==> config.mk <==
export PLATFORM = sky130hd
export DESIGN_NAME = golomb_symbol_encoder
export DESIGN_NICKNAME = d
export VERILOG_FILES = /design/src/rtl/core/gse_pkg.sv /design/src/rtl/core/gse_divider.sv /design/src/rtl/core/golomb_symbol_encoder.sv
export SDC_FILE = /design/constraint.sdc
export NUM_CORES = 1
export LEC_CHECK = 0
export BUFFER_PORTS_ARGS = -buffer_cell sky130_fd_sc_hd__buf_2
export CORE_UTILIZATION = 39
export CTS_CLUSTER_SIZE = 30
export DETAILED_ROUTE_END_ITERATION = 12
export GPL_TIMING_DRIVEN = 0
export PLACE_DENSITY = 0.5
export SLEW_MARGIN = 25
export SYNTH_ARGS = -nofsm -noshare
export SYNTH_HDL_FRONTEND = slang
export SYNTH_SLANG_ARGS = --single-unit
export TNS_END_PERCENT = 50
==> constraint.sdc <==
create_clock -name clk -period 6.39 [get_ports clk]
set_clock_uncertainty 0.15 [all_clocks]
set_input_delay 1.278 -clock clk [delete_from_list [all_inputs] [get_ports clk]]
set_output_delay 1.278 -clock clk [all_outputs]
set_load 0.02 [all_outputs]
==> src/rtl/core/gse_pkg.sv <==
package gse_pkg;

	// Width of the divisor and of the partial remainder
	localparam int DIV_BITS = 16;
	// Width of the code length field
	localparam int LEN_BITS = 17;

	typedef enum logic [1:0] {
		CFG_DIVISOR   = 2'd0,
		CFG_RICE_MODE = 2'd1,
		CFG_RICE_BITS = 2'd2
	} cfg_idx_t;

	// Encoder settings, derived once per register write
	typedef struct packed {
		logic [DIV_BITS-1:0] divisor;   // zero already mapped to one
		logic [4:0]          k;         // ceil(log2(divisor))
		logic [DIV_BITS-1:0] u;         // 2^k - divisor
		logic                rice_mode;
		logic [4:0]          rice_len;  // saturated to DIV_BITS
	} enc_cfg_t;

	// Smallest k with 2^k >= d, for d >= 1: bit length of d - 1
	function automatic logic [4:0] clog2_div(input logic [DIV_BITS-1:0] d);
		logic [DIV_BITS-1:0] v;
		logic [4:0]          k;
		v = d - DIV_BITS'(1);
		k = '0;
		for (int i = 0; i < DIV_BITS; i++) begin
			if (v[i]) begin
				k = 5'(i + 1);
			end
		end
		return k;
	endfunction

endpackage

==> src/rtl/core/gse_divider.sv <==
module gse_divider
	import gse_pkg::*;
#(
	parameter int WIDTH = 16
) (
	input  logic                clk,
	input  logic                arst_n,
	input  logic [DIV_BITS-1:0] divisor,
	input  logic                in_valid,
	output logic                in_ready,
	input  logic [WIDTH-1:0]    dividend,
	output logic                out_valid,
	input  logic                out_ready,
	output logic [WIDTH-1:0]    quo,
	output logic [DIV_BITS-1:0] rem
);

	// One restoring step per stage, MSB of the dividend first
	logic                vld_s [WIDTH];
	logic [DIV_BITS-1:0] rem_s [WIDTH];
	logic [WIDTH-1:0]    quo_s [WIDTH];
	logic [WIDTH-1:0]    dvd_s [WIDTH];
	logic                rdy   [WIDTH+1];

	assign rdy[WIDTH] = out_ready;
	assign in_ready   = rdy[0];

	for (genvar j = 0; j < WIDTH; j++) begin : g_stage
		logic                vld_in;
		logic [DIV_BITS-1:0] rem_in;
		logic [WIDTH-1:0]    quo_in;
		logic [WIDTH-1:0]    dvd_in;
		logic [DIV_BITS:0]   trial;
		logic [DIV_BITS:0]   diff;
		logic                ge;

		if (j == 0) begin : g_first
			assign vld_in = in_valid;
			assign rem_in = '0;
			assign quo_in = '0;
			assign dvd_in = dividend;
		end else begin : g_next
			assign vld_in = vld_s[j-1];
			assign rem_in = rem_s[j-1];
			assign quo_in = quo_s[j-1];
			assign dvd_in = dvd_s[j-1];
		end

		assign trial = {rem_in, dvd_in[WIDTH-1]};
		assign diff  = trial - {1'b0, divisor};
		assign ge    = trial >= {1'b0, divisor};

		assign rdy[j] = !vld_s[j] || rdy[j+1];

		always_ff @(posedge clk or negedge arst_n) begin
			if (!arst_n) begin
				vld_s[j] <= 1'b0;
			end else if (rdy[j]) begin
				vld_s[j] <= vld_in;
			end
		end

		always_ff @(posedge clk) begin
			if (rdy[j] && vld_in) begin
				rem_s[j] <= ge ? diff[DIV_BITS-1:0] : trial[DIV_BITS-1:0];
				quo_s[j] <= {quo_in[WIDTH-2:0], ge};
				dvd_s[j] <= {dvd_in[WIDTH-2:0], 1'b0};
			end
		end
	end

	assign out_valid = vld_s[WIDTH-1];
	assign quo       = quo_s[WIDTH-1];
	assign rem       = rem_s[WIDTH-1];

`ifndef SYNTHESIS
	a_rem_below_div: assert property (@(posedge clk) disable iff (!arst_n)
		out_valid |-> rem < divisor)
		else $error("divider remainder not below divisor");
`endif

endmodule

==> src/rtl/core/golomb_symbol_encoder.sv <==
// A symbol passes through the divider stages and then the registered output stage.
// Throughput: one symbol per cycle unless out_ready stalls; the divider resolves one quotient bit per stage.
// Each stage holds its beat only while the stage after it is full and stalled.
// Reset clears all valid bits and loads divisor 1, rice_mode 0, rice_bits 0.
// Configuration writes take effect at once; cfg_ready is always high.
module golomb_symbol_encoder
	import gse_pkg::*;
#(
	parameter int SYMBOL_BITS = 16
) (
	input  logic                   clk,
	input  logic                   arst_n,
	input  logic                   cfg_valid,
	output logic                   cfg_ready,
	input  logic [1:0]             cfg_index,
	input  logic [DIV_BITS-1:0]    cfg_data,
	input  logic                   in_valid,
	output logic                   in_ready,
	input  logic [SYMBOL_BITS-1:0] symbol,
	output logic                   out_valid,
	input  logic                   out_ready,
	output logic [15:0]            quotient,
	output logic [15:0]            remainder_code,
	output logic [4:0]             remainder_length,
	output logic [LEN_BITS-1:0]    code_length
);

	enc_cfg_t            cfg_q;
	logic [DIV_BITS-1:0] wr_div;
	logic [4:0]          wr_k;
	logic [DIV_BITS:0]   wr_pow;

	assign cfg_ready = 1'b1;

	always_comb begin
		wr_div = (cfg_data == '0) ? DIV_BITS'(1) : cfg_data;
		wr_k   = clog2_div(wr_div);
		wr_pow = (DIV_BITS+1)'(1) << wr_k;
	end

	always_ff @(posedge clk or negedge arst_n) begin
		if (!arst_n) begin
			cfg_q.divisor   <= DIV_BITS'(1);
			cfg_q.k         <= '0;
			cfg_q.u         <= '0;
			cfg_q.rice_mode <= 1'b0;
			cfg_q.rice_len  <= '0;
		end else if (cfg_valid && cfg_ready) begin
			case (cfg_index)
				CFG_DIVISOR: begin
					cfg_q.divisor <= wr_div;
					cfg_q.k       <= wr_k;
					cfg_q.u       <= DIV_BITS'(wr_pow - {1'b0, wr_div});
				end
				CFG_RICE_MODE: begin
					cfg_q.rice_mode <= cfg_data[0];
				end
				CFG_RICE_BITS: begin
					cfg_q.rice_len <= (cfg_data[4:0] > 5'(DIV_BITS)) ? 5'(DIV_BITS)
						: cfg_data[4:0];
				end
				default: begin
				end
			endcase
		end
	end

	logic                   dv_valid;
	logic                   dv_ready;
	logic [SYMBOL_BITS-1:0] dv_quo;
	logic [DIV_BITS-1:0]    dv_rem;

	gse_divider #(
		.WIDTH(SYMBOL_BITS)
	) u_div (
		.clk      (clk),
		.arst_n   (arst_n),
		.divisor  (cfg_q.divisor),
		.in_valid (in_valid),
		.in_ready (in_ready),
		.dividend (symbol),
		.out_valid(dv_valid),
		.out_ready(dv_ready),
		.quo      (dv_quo),
		.rem      (dv_rem)
	);

	// Remainder coding stage
	logic [DIV_BITS-1:0] enc_code;
	logic [4:0]          enc_len;
	logic [DIV_BITS:0]   rice_mask;

	always_comb begin
		rice_mask = ((DIV_BITS+1)'(1) << cfg_q.rice_len) - (DIV_BITS+1)'(1);
		if (cfg_q.divisor == DIV_BITS'(1)) begin
			enc_code = '0;
			enc_len  = '0;
		end else if (cfg_q.rice_mode) begin
			enc_code = dv_rem & rice_mask[DIV_BITS-1:0];
			enc_len  = cfg_q.rice_len;
		end else if (dv_rem < cfg_q.u) begin
			// short codeword: k-1 bits
			enc_code = dv_rem;
			enc_len  = cfg_q.k - 5'd1;
		end else begin
			enc_code = dv_rem + cfg_q.u;
			enc_len  = cfg_q.k;
		end
	end

	logic                out_vld_s;
	logic [15:0]         quo_so;
	logic [15:0]         code_so;
	logic [4:0]          rlen_so;
	logic [LEN_BITS-1:0] clen_so;

	assign dv_ready = !out_vld_s || out_ready;

	always_ff @(posedge clk or negedge arst_n) begin
		if (!arst_n) begin
			out_vld_s <= 1'b0;
		end else if (dv_ready) begin
			out_vld_s <= dv_valid;
		end
	end

	always_ff @(posedge clk) begin
		if (dv_ready && dv_valid) begin
			quo_so  <= 16'(dv_quo);
			code_so <= 16'(enc_code);
			rlen_so <= enc_len;
			clen_so <= LEN_BITS'(dv_quo) + LEN_BITS'(1) + LEN_BITS'(enc_len);
		end
	end

	assign out_valid        = out_vld_s;
	assign quotient         = quo_so;
	assign remainder_code   = code_so;
	assign remainder_length = rlen_so;
	assign code_length      = clen_so;

`ifndef SYNTHESIS
	a_code_fits_len: assert property (@(posedge clk) disable iff (!arst_n)
		out_valid |-> (remainder_code >> remainder_length) == '0)
		else $error("remainder code wider than its length");

	a_unary_only: assert property (@(posedge clk) disable iff (!arst_n)
		out_valid && cfg_q.divisor == DIV_BITS'(1) |-> remainder_length == '0)
		else $error("remainder present with divisor one");

	a_tb_len: assert property (@(posedge clk) disable iff (!arst_n)
		out_valid && !cfg_q.rice_mode && cfg_q.divisor != DIV_BITS'(1)
		|-> remainder_length == cfg_q.k || remainder_length == cfg_q.k - 5'd1)
		else $error("truncated binary length out of range");
`endif

endmodule
# [Word level (Yosys, flattened, before mapping)]
# Memories as Yosys holds them, arrays and structs flattened.
# Cells that the tools add are included.
[word_totals] reg_bits=114 ramBits=752 input_bits=39 output_inout_bits=57 word_cells=203 mem_count=3
[memory_table] memory="u_div.quo_s" depth=16 width=16 read_ports=16 rd_clocked_by_memory_dff=0 wr=16 line_no="gse_divider.sv:21" rtl="logic [WIDTH-1:0] quo_s [WIDTH];"
[memory_table] memory="u_div.rem_s" depth=16 width=16 read_ports=16 rd_clocked_by_memory_dff=0 wr=16 line_no="gse_divider.sv:20" rtl="logic [DIV_BITS-1:0] rem_s [WIDTH];"
[memory_table] memory="u_div.dvd_s" depth=16 width=15 read_ports=15 rd_clocked_by_memory_dff=0 wr=16 line_no="gse_divider.sv:22" rtl="logic [WIDTH-1:0] dvd_s [WIDTH];"
[op_classes] add_sub_neg=23 order_cmp=18 n_eq_ne=3 shift=2 mux=71 bitwise=1 n_reduce_logical=56
[ops] operator="16-bit 2-to-1 mux" n=19
[ops] operator="16-bit subtractor" n=16
[ops] operator="17-bit by 16-bit greater-or-equal comparator with 1-bit output" n=15
[ops] operator="5-bit 2-to-1 mux" n=16
[ops] operator="1-bit 2-to-1 mux" n=33
[ops] operator="1-bit by 5-bit left shift with 16-bit output, first input constant" n=2
[ops] operator="16-bit by 1-bit adder with 17-bit output, second input constant" n=1
[ops] operator="17-bit by 5-bit adder with 17-bit output" n=1
[ops] operator="1-bit logical AND" n=17
[ops] operator="1-bit zero test" n=17
[ops] operator="1-bit logical OR" n=17
[ops] operator="16-bit adder" n=1
[ops] operator="16-bit bitwise AND" n=1
[ops] operator="16-bit by 1-bit equality test with 1-bit output, second input constant" n=1
[ops] operator="1-bit by 16-bit greater-or-equal comparator with 1-bit output" n=1
[ops] operator="16-bit zero test" n=1
[ops] operator="16-bit < comparator" n=1
[ops] operator="1-bit by 16-bit subtractor with 16-bit output" n=1
[ops] operator="16-bit by 1-bit subtractor with 16-bit output, second input constant" n=1
[ops] operator="16-bit by 2-bit subtractor with 16-bit output, second input constant" n=1
[ops] operator="2-bit AND reduction" n=3
[ops] operator="5-bit greater-than comparator, second input constant" n=1
[ops] operator="5-bit by 1-bit subtractor with 5-bit output, second input constant" n=1
[ops] operator="2-bit 2-to-1 mux" n=2
[ops] operator="other kinds (4)" n=4

# [Logic depth before layout (Yosys ltp)]
[logic_depth] ltp_word=21 depth_mapped=22 mapped_depth_nobuf=21

# [By module]
# Synthesis repeated with hierarchy kept, for this count alone.
[hier_totals] cells_unflattened=3289 hier_area_um2=37229.5
[modules_own_cells] module="gse_divider" instances=1 cells_each=2486 area_per_inst_um2=30008.8 seq_area_each_um2=15775.1
[modules_own_cells] module="golomb_symbol_encoder" instances=1 cells_each=803 area_per_inst_um2=7220.7 seq_area_each_um2=2723.9

# [Worst setup path after synthesis]
# Ideal clock, no wire load.
[synth_path] path_kind="input -> register" from="in cfg_data[12]" to="reg cfg_q[20] (netlist bit)" setup_time_ns=0.133 arrival_time_ns=5.629 required_time_ns=6.107 setup_slack_ns=0.477 stages=21 n_path_buf=1 cell_sequence="clkbuf_1 -> nor4_2 -> a41oi_1 -> ha_1 -> or3b_1 -> nor3_1 -> xnor2_1 -> o211a_1 -> a311oi_4 -> a21oi_1 -> nand2b_1 -> ha_1 -> fa_1 -> nor2b_1 -> o21ai_0 -> a21o_1 -> a31oi_1 -> a211o_1 -> a31o_2 -> xnor2_1 -> o21ai_0"
[synth_via] elab_chain_len=21
[synth_lines] element="start, declared" line_no="golomb_symbol_encoder.sv:16" rtl="input logic [DIV_BITS-1:0] cfg_data,"
[synth_lines] element="16-bit zero test" line_no="golomb_symbol_encoder.sv:36" rtl="wr_div = (cfg_data == '0) ? DIV_BITS'(1) : cfg_data;"
[synth_lines] element="16-bit 2-to-1 mux (*)" line_no="golomb_symbol_encoder.sv:36"
[synth_lines] element="16-bit by 1-bit subtractor with 16-bit output" line_no="gse_pkg.sv:27" rtl="v = d - DIV_BITS'(1);"
[synth_lines] element="1-bit 2-to-1 mux" line_no="gse_pkg.sv:30" rtl="if (v[i]) begin"
[synth_lines] element="2-bit 2-to-1 mux (2 in a row)" line_no="gse_pkg.sv:30"
[synth_lines] element="3-bit 2-to-1 mux" line_no="gse_pkg.sv:30"
[synth_lines] element="5-bit 2-to-1 mux (12 in a row)" line_no="gse_pkg.sv:30"
[synth_lines] element="1-bit by 5-bit left shift with 16-bit output" line_no="golomb_symbol_encoder.sv:38" rtl="wr_pow = (DIV_BITS+1)'(1) << wr_k;"
[synth_lines] element="16-bit subtractor (*)" line_no="golomb_symbol_encoder.sv:53" rtl="cfg_q.u <= DIV_BITS'(wr_pow - {1'b0, wr_div});"
[synth_lines] element="end, declared" line_no="golomb_symbol_encoder.sv:28" rtl="enc_cfg_t cfg_q;"
# Every way passes the cells marked *; elsewhere a longest branch is shown, timed or not.
# A chain may end at the register's enable or synchronous reset.

# [Final worst setup path]
[layout_path] from="in cfg_data[5]" to="reg cfg_q[18] (netlist bit)"
# The elaborated chain is that of the path after synthesis.

==> results.yml <==
critical_path:
  cp_max_fo: 10
  r2r_cells: 20
  reg2reg_from: "u_div.rem_s[1][119]"
  startpoint: "cfg_data[5]"
  path_class: "primary input to register"
  cp_slowest_stage_delay_ns: 0.44
  path_cells: "buf_2 -> nor4_4 -> buf_2 -> a41oi_1 -> ha_1 -> nor3b_4 -> nand3_1 -> or3_1 -> a211o_1 -> a21oi_2 -> and4_1 -> nand2b_1 -> ha_1 -> fa_1 -> nor2b_1 -> o21ai_0 -> a21o_1 -> a31oi_1 -> a21oi_1 -> a21oi_1 -> xnor2_1 -> o21ai_0"
  end_kind: "register"
  cp.arrival_ns: 6.41
  slowest_stage: "nor3b_4"
  cp.required_ns: 6.74
  crit_path_start_kind: "primary input"
final_layout:
  multiInputGateArea_um2: 17300
  regArea_um2: 18500
  fill_cells: 8530
  layout.nets: 3806
  final_cell_count_no_fill: 4765
  drive_gt1_share_pct: 12.4
  num_antenna_cells: 0
  areaGrowthSynthToFinish_pct: 14.0
yosys:
  yosysSeqAreaShare_pct: 50.5
  synth_ff_type: "edfxtp_1"
  synth.distinct_cells: 89
  ys_seq_elements: 626
  ys_warn_count: 0
  synthCells: 3260
  syn_avg_cell_area_um2: 11.2
  synth_async_sr_flop_share_pct: 9.58
  synth_edf_count: 566
  syn_area_um2: 36700
  synth.net_count: 3613
drt:
  num_vias: 26300
  routedWlPerCell_um: 20.8
  vias_per_cell: 5.52
  drt_iter0_drc: 1649
  drtAntennaViolNets: 0
  drc: 0
  first_pass_iters: 5
  wl_um: 99200
global_routing:
  grt_pass1_vias: 26100
  grt_usage_pct: 20.7
  grt_max_degree: 42
  grt_overflow: 0
  grt_pass1_wl_um: 151000
  antenna_found_initial: 1
place:
  io_buffers: 89
  placed_cells: 4628
  place.gp.congestion: 0.871
  dp_slack_ns: -0.592
  hpwl_um: 74300
pwr:
  p_leak_nw: 16.3
  vdd_drop_max_mv: 0.235
  p_clk_share_pct: 17.7
  p_per_area_nw_per_um2: 555
  power.internal_mw: 13.8
  power_switching_mw: 9.37
  swShare_pct: 40.4
  p_comb_share_pct: 50.5
  seqPwrFrac_pct: 31.7
cts:
  clock_sinks: 626
  clkLatencyLatePin_ns: 0.65
  h-tree-depth: 3
  clockRootBuffer: "clkbuf_16"
  path_clk_slew_ns: 0.06
  cts_tree: "built"
  numCtsBuffers: 74
  clock_path_buffers: 3
worst_hold_path:
  worst_hold_path.num_cells: 0
  hold_class: "register to register"
  hold_start: "u_div.dvd_s[8][9]"
sta:
  drv_slew: 0
  timing.hold.ws_ns: 0.262
  rsz0062_at_grt: "no"
  fin_crit_ns: 6.06
  hold_violations: 0
  fin_crit_sh_pct: 94.8
  maxSlewHeadroom_pct: 28.9
  fmax_mhz: 165
  setup_viol: 0
  tightestPinTransition_ns: 1.07
  setup_ws_ns: 0.329
floorplan:
  core-area_um2: 93200
  die_h_um: 309
  die_area_um2: 95200
  start_util_pct: 39.3
  core.rowCount: 112
  die_w_um: 309
  io_pins: 96
job:
  max_cap_violations: 0
status:
  run_status: "completed"
[through the flow]
stage	cell area, µm²	total power [mW]	util [%]	TNS, ns
finish	41800	23.2	44.8	0
global route	41800	24.9	44.8	0
CTS	41700	23.3	44.8	0
detailed placement	39400	19.1	42.3	-3.49
global placement	38700	18.8	41.5	-13.81
floorplan	36700	15.8	-	0
[critical path, delay by kind of cell]
| family | cells | cell delay (ns) |
|---|---|---|
| compound gates | 9 | 2.06 |
| xor+xnor | 1 | 0.14 |
| fa+ha+maj | 3 | 0.93 |
| buf+inv | 2 | 0.39 |
| simple gates | 7 | 1.61 |
[logic make-up after synthesis]
kind of cell    Yosys count  synth area share (%)
compound gates          864                  15.3
simple gates            903                  12.3
buf+inv                 233                  2.45
mux                     126                  3.76
xor+xnor                192                  4.59
other cells               1                0.0102
fa+ha+maj               315                  11.1
flops                   626                  50.5
[layout by cell type, fill, tap and decap left out, types with 94 or more instances in the layout]
cell type  count
edfxtp_1     566
nor2_1       270
mux2_2        94
inv_1        159
xnor2_1      126
buf_2         96
nand2_1      187
ha_1         296
a21oi_1      235
o21ai_0      220
[layout make-up]
cell class                 count  share of cell area (%)
timing repair buffer         117                    2.63
clock inverter                36                   0.767
multi-input combinational   2401                    41.5
clock buffer                  98                    4.89
tap                         1254                    3.76
inverter                     173                    1.55
sequential                   626                    44.3
buffer                        60                   0.605
[layer usage]
metal	track usage [%]	vias to the layer above	wire length, µm
li1	-	12700	-
met1	27.4	12800	45300
met2	35.0	636	47100
met3	2.65	135	4220
met4	7.01	0	2640
met5	0	-	0
[final timing paths]
| check | to | slack (ns) |
|---|---|---|
| setup / recovery | cfg_q[18] | 0.33 |
| hold / removal | u_div.dvd_s[9][10] | 0.26 |
| setup reg to reg | code_length[11] | 0.57 |
| hold reg to reg | u_div.dvd_s[9][10] | 0.26 |
| max in group asynchronous | cfg_q[27] | 5.14 |
| min in group asynchronous | u_div.g_stage[14].vld_in | 0.38 |
[synth_stat cells, types with 50 or more instances]
master,count,area [µm²]
a21o_1,61,458
a21oi_1,235,1180
dfrtp_1,59,1480
edfxtp_1,566,17000
ha_1,296,3700
inv_1,173,649
mux2_2,94,1060
nand2_1,187,702
nand3_1,50,250
nand4_1,53,332
nor2_1,270,1010
nor2b_1,54,338
nor3_1,66,330
o21a_1,56,420
o21ai_0,220,1100
xnor2_1,126,1100
xor2_1,66,578
[registers in the layout (all words and copies together) (netlist names)]
signal / count
u_div.rem_s: 256
remainder_length: 5
u_div.out_valid: 1
u_div.quo_s: 136
u_div.g_stage.vld_in: 15
cfg_q: 43
code_length: 17
remainder_code: 16
u_div.dvd_s: 120
out_valid: 1
quotient: 16
[power groups by stage]
stage               sequential [mW]  clock [mW]  combinational, mW
global placement               7.48           0               11.3
CTS                            7.38        4.24               11.7
detailed placement             7.45           0               11.6
global route                   7.49        4.38               13.0
finish                         7.36        4.11               11.7
floorplan                      7.22           0               8.53
[what timing repair did]
| item | 4_1_cts | 5_1_grt |
|---|---|---|
| hold endpoints to repair | 0 | 0 |
| hold buffers | 0 | 0 |
| setup endpoints to repair | 0 | 7 |
| gates resized for setup | 0 | 7 |
| buffers inserted | 0 | 3 |
No activity file was read; power rests on OpenSTA's default activity.
